## config.mk

```make
export PLATFORM = sky130hd
export DESIGN_NAME = cau_iter_stage
export DESIGN_NICKNAME = d
export VERILOG_FILES = /design/src/rtl/cau_pkg.sv /design/src/rtl/cau_iter_stage.sv
export SDC_FILE = /design/constraint.sdc
export NUM_CORES = 1
export LEC_CHECK = 0
export ABC_AREA = 1
export BUFFER_PORTS_ARGS = -buffer_cell sky130_fd_sc_hd__clkbuf_2
export CORE_AREA = 2 2 411 413
export DETAILED_ROUTE_END_ITERATION = 8
export DIE_AREA = 0 0 413 415
export PLACE_DENSITY_LB_ADDON = 0.1
export SYNTH_ARGS = -nofsm -noshare
export SYNTH_HDL_FRONTEND = slang
export SYNTH_SLANG_ARGS = --single-unit
```

## constraint.sdc

```tcl
create_clock -name clk -period 34.2 [get_ports clk]
set_clock_uncertainty 0.05 [all_clocks]
set_input_delay 6.84 -clock clk [delete_from_list [all_inputs] [get_ports clk]]
set_output_delay 6.84 -clock clk [all_outputs]
set_load 0.05 [all_outputs]
```

## src/rtl/cau_pkg.sv

```systemverilog
`default_nettype none

package cau_pkg;

    localparam int XW = 32;
    localparam int PW = 64;
    localparam int SW = PW + 2;
    localparam int RW = PW + 1;
    localparam int ITER_STEPS = 32;

    localparam logic [3:0] OP_ADD   = 4'd0;
    localparam logic [3:0] OP_SUB   = 4'd1;
    localparam logic [3:0] OP_MUL   = 4'd2;
    localparam logic [3:0] OP_DIV   = 4'd3;
    localparam logic [3:0] OP_NEG   = 4'd4;
    localparam logic [3:0] OP_CONJ  = 4'd5;
    localparam logic [3:0] OP_MAGSQ = 4'd6;
    localparam logic [3:0] OP_MAG   = 4'd7;
    localparam logic [3:0] OP_EQUAL = 4'd8;

    localparam logic [1:0] ST_OK   = 2'd0;
    localparam logic [1:0] ST_DIV0 = 2'd1;
    localparam logic [1:0] ST_SAT  = 2'd2;

    typedef struct packed {
        logic [3:0]           req_type;
        logic signed [XW-1:0] a_re;
        logic signed [XW-1:0] a_im;
        logic signed [XW-1:0] b_re;
        logic signed [XW-1:0] b_im;
    } req_t;

    typedef struct packed {
        logic signed [XW-1:0] res_re;
        logic signed [XW-1:0] res_im;
        logic                 is_equal;
        logic [1:0]           status;
    } rsp_t;

    typedef struct packed {
        logic [3:0]    op;
        logic          live;
        rsp_t          pass;
        logic          neg_re;
        logic          neg_im;
        logic          ovf_re;
        logic          ovf_im;
        logic [RW-1:0] rem_re;
        logic [RW-1:0] rem_im;
        logic [XW-1:0] low_re;
        logic [XW-1:0] low_im;
        logic [XW-1:0] quo_re;
        logic [XW-1:0] quo_im;
        logic [PW-1:0] den;
        logic [PW-1:0] sq_x;
        logic [PW-1:0] sq_res;
    } iter_t;

endpackage

`default_nettype wire

```

## src/rtl/cau_iter_stage.sv

```systemverilog
`default_nettype none

module cau_iter_stage #(
    parameter int STEP = 0
) (
    input  logic           clk,
    input  logic           rst_n,
    input  logic           in_valid,
    output logic           in_ready,
    input  cau_pkg::iter_t in_data,
    output logic           out_valid,
    input  logic           out_ready,
    output cau_pkg::iter_t out_data
);
    import cau_pkg::*;

    localparam logic [PW-1:0] SQ_BIT = PW'(1) << (PW - 2 - 2 * STEP);

    logic          valid_reg;
    iter_t         data_reg;
    iter_t         data_next;
    logic [RW-1:0] rem_re_sh;
    logic [RW-1:0] rem_im_sh;
    logic [RW-1:0] den_ext;
    logic [PW-1:0] sq_trial;

    // One restoring quotient bit for each part and one root digit per stage.
    always_comb
    begin
        data_next = in_data;
        den_ext   = {1'b0, in_data.den};
        rem_re_sh = {in_data.rem_re[RW-2:0], in_data.low_re[XW-1]};
        rem_im_sh = {in_data.rem_im[RW-2:0], in_data.low_im[XW-1]};
        data_next.low_re = {in_data.low_re[XW-2:0], 1'b0};
        data_next.low_im = {in_data.low_im[XW-2:0], 1'b0};
        if (rem_re_sh >= den_ext)
        begin
            data_next.rem_re = rem_re_sh - den_ext;
            data_next.quo_re = {in_data.quo_re[XW-2:0], 1'b1};
        end
        else
        begin
            data_next.rem_re = rem_re_sh;
            data_next.quo_re = {in_data.quo_re[XW-2:0], 1'b0};
        end
        if (rem_im_sh >= den_ext)
        begin
            data_next.rem_im = rem_im_sh - den_ext;
            data_next.quo_im = {in_data.quo_im[XW-2:0], 1'b1};
        end
        else
        begin
            data_next.rem_im = rem_im_sh;
            data_next.quo_im = {in_data.quo_im[XW-2:0], 1'b0};
        end
        sq_trial = in_data.sq_res + SQ_BIT;
        if (in_data.sq_x >= sq_trial)
        begin
            data_next.sq_x   = in_data.sq_x - sq_trial;
            data_next.sq_res = (in_data.sq_res >> 1) + SQ_BIT;
        end
        else
        begin
            data_next.sq_res = in_data.sq_res >> 1;
        end
    end

    assign in_ready  = !valid_reg || out_ready;
    assign out_valid = valid_reg;
    assign out_data  = data_reg;

    always_ff @(posedge clk or negedge rst_n)
    begin
        if (!rst_n)
        begin
            valid_reg <= 1'b0;
        end
        else if (in_ready)
        begin
            valid_reg <= in_valid;
        end
    end

    always_ff @(posedge clk)
    begin
        if (in_ready && in_valid)
        begin
            data_reg <= data_next;
        end
    end

endmodule

`default_nettype wire

```

==> results.cfg <==
[critical_path]
reg2reg_slack_ns = 30.18
worstSetupEndpointType = primary output
cp.arrival_ns = 7.34
r2r_end = out_data[46]
r2r_cells = 5
crit_chain = clkbuf_2 -> inv_1 -> nand2_1 -> clkbuf_2
path_common_cell = clkbuf_2
critPathKind = input pin to primary output
crit_slowest_cell = clkbuf_2
crit_path_max_fanout = 2
critPathLaunchType = input pin
r2r-start = out_valid
cp_slowest_stage_delay_ns = 0.24
crit_required_ns = 27.31

[cts]
clk_pin_slew_ns = 0.06
cts_setup_buffers = 0
ctsResizeCount = 0
htree_levels = 3
cts_buffer_depth = 3
numCtsBuffers = 70
cts-root-buf = clkbuf_16
cts_tree = yes
cts_hold_buf = 0
cts_num_sinks = 525
clk_latency_ns = 0.70

[global_routing]
grt_max_degree = 132
antenna_found_initial = 51
grt_usage_pct = 21.9
overflow = 0
grt_pass1_wl_mm = 264
grt_pass1_vias = 34900

[power]
ir_drop_v = 0.0000380
power_density_nw_per_um2 = 48.0
p_total_mw = 2.25
power_leakage_nw = 25.6

[floorplan]
start_util_pct = 22.1
io_pins = 1058
fp.dieArea_um2 = 171000
rows = 150
die_w_um = 413
core_um2 = 167000
dieHeight_um = 415

[timing]
setup_viol = 0
worstMarginPinSlew_ns = 1.18
holdWs_ns = 0.621
hold_viol_final = 0
maxSlewHeadroom_pct = 21.5
min_period_ns = 14.23
setup_slack_ns = 19.97
rsz0062_at_grt = false
setup_tns_ns = 0
slew_viol_final = 0
max_freq_mhz = 70.3
period_share_pct = 41.6

[detailed_routing]
drtIter0Drc = 2359
dr_total_vias = 36000
post_drt_via_cell_ratio = 4.22
ant_nets = 0
drc = 0
wl_mm = 194
avgRoutedWirePerCell_um = 22.7
dr.pass1.iters = 5

[placement]
post-place-ws_ns = 19.97
io_buffers = 1051
hpwl_mm = 168
finalWeightedCongestion = 0.951

[final_layout]
fillers = 18800
syn2layout_area_growth_pct = 27.6
layout.nets = 6986
drive_gt1_share_pct = 19.7

[hold_path]
hold_depth = 2
hold_class = flip-flop to flip-flop
min_to = out_valid
min_from = out_valid

[synth]
yosys_warnings = 0
postSynthCellCount = 5180
yosysSeqAreaShare_pct = 42.8
synth_seq_cells = 525
async_flop_share_pct = 0.190
synth_enable_flop_cells = 524
synth-main-ff-cell = edfxtp_1
syn_area_um2 = 36800
syn-mean-instance-area_um2 = 7.10
synth_cell_type_count = 40

[run_status]
status = completed

[flow_run]
maxCapViolCount = 0
## state kept, by name (all words and copies together) (netlist names)
name / flops
out_valid: 1
out_data: 524
## metal layers
metal,vias to the layer above,routed length [µm],GRT usage (%)
met5,-,374,0
met4,58,5010,6.18
met3,209,13500,5.24
met2,1024,98300,39.8
met1,16600,76300,25.1
li1,18100,-,-
## cells in the mapped netlist, types with 2 or more instances
cell type | n | area (µm²)
a21oi_1 | 155 | 776
and2_1 | 4 | 25.0
and3_1 | 7 | 43.8
buf_2 | 38 | 190
buf_4 | 7 | 52.6
buf_6 | 9 | 101
buf_8 | 3 | 45.0
clkinv_1 | 4 | 15.0
edfxtp_1 | 524 | 15700
fa_1 | 3 | 60.1
ha_1 | 192 | 2400
inv_1 | 1111 | 4170
inv_2 | 19 | 71.3
nand2_1 | 2245 | 8430
nand2_2 | 20 | 125
nand3_1 | 198 | 991
nand3_2 | 5 | 50.1
nand3b_1 | 35 | 263
nand4_1 | 83 | 519
nor2_1 | 300 | 1130
nor2_2 | 17 | 106
nor2_4 | 6 | 67.6
nor3_1 | 32 | 160
nor3_2 | 3 | 30.0
nor4_1 | 11 | 68.8
o21ai_0 | 38 | 190
o21bai_1 | 4 | 30.0
or2_2 | 2 | 12.5
xnor2_1 | 4 | 35.0
xor2_1 | 91 | 797
## cell usage in the layout, fill, tap and decap left out, drive strengths merged, types with 39 or more instances in the layout
master and count:
xor2 91, nand2 2267, clkbuf 1133, nand3 203, edfxtp 524, nand4 83, inv 1135, ha 192
nor2 323, o21ai 39, a21oi 156
## critical path: cells and delay by family
family | cells | cell delay [ns]
AND/OR/NAND/NOR | 1 | 0.08
buffers and inverters | 3 | 0.42
## report_power, final
group	total (mW)	switching, mW	internal, mW
combinational	0.703	0.534	0.169
sequential	0.789	0.0141	0.775
clock	0.762	0.317	0.445
## cell families (layout without fill, tap and decap cells)
family          after synthesis  after routing  share of synthesized area, %
flops                       525            525                          42.8
buf+inv                    1191           2325                          12.6
other cells                   1             21                        0.0102
simple gates               2971           2971                          32.8
xor+xnor                     95             95                          2.26
fa+ha+maj                   195            195                          6.69
compound gates              202            202                          2.81
## worst max path at each step
stage,start,to
6_report,out_ready,in_ready
5_1_grt,out_ready,in_ready
4_1_cts,out_ready,in_ready
3_5_place_dp,out_ready,in_ready
3_3_place_gp,out_ready,in_ready
2_1_floorplan,in_valid,out_data[0]
## final cells by class
class                   instances  area [µm²]  area share, %
flip-flops and latches        525       15800           33.6
multi-input cells            3465       16400           35.0
well taps                    2204        2760           5.87
clock inverters                44         505           1.08
diodes                         19        47.5          0.101
repair buffers               1065        5380           11.5
inverters                    1134        4260           9.07
clock buffers                  82        1820           3.87
## through the flow
stage	utilization, %	cells	instance area (µm²)
floorplan	-	5181	36800
global placement	26.7	8393	44600
detailed placement	26.7	8393	44600
CTS	28.1	8519	46900
global route	28.1	8523	46900
finish	28.2	8538	46900
(Power assumes the default switching activity.)
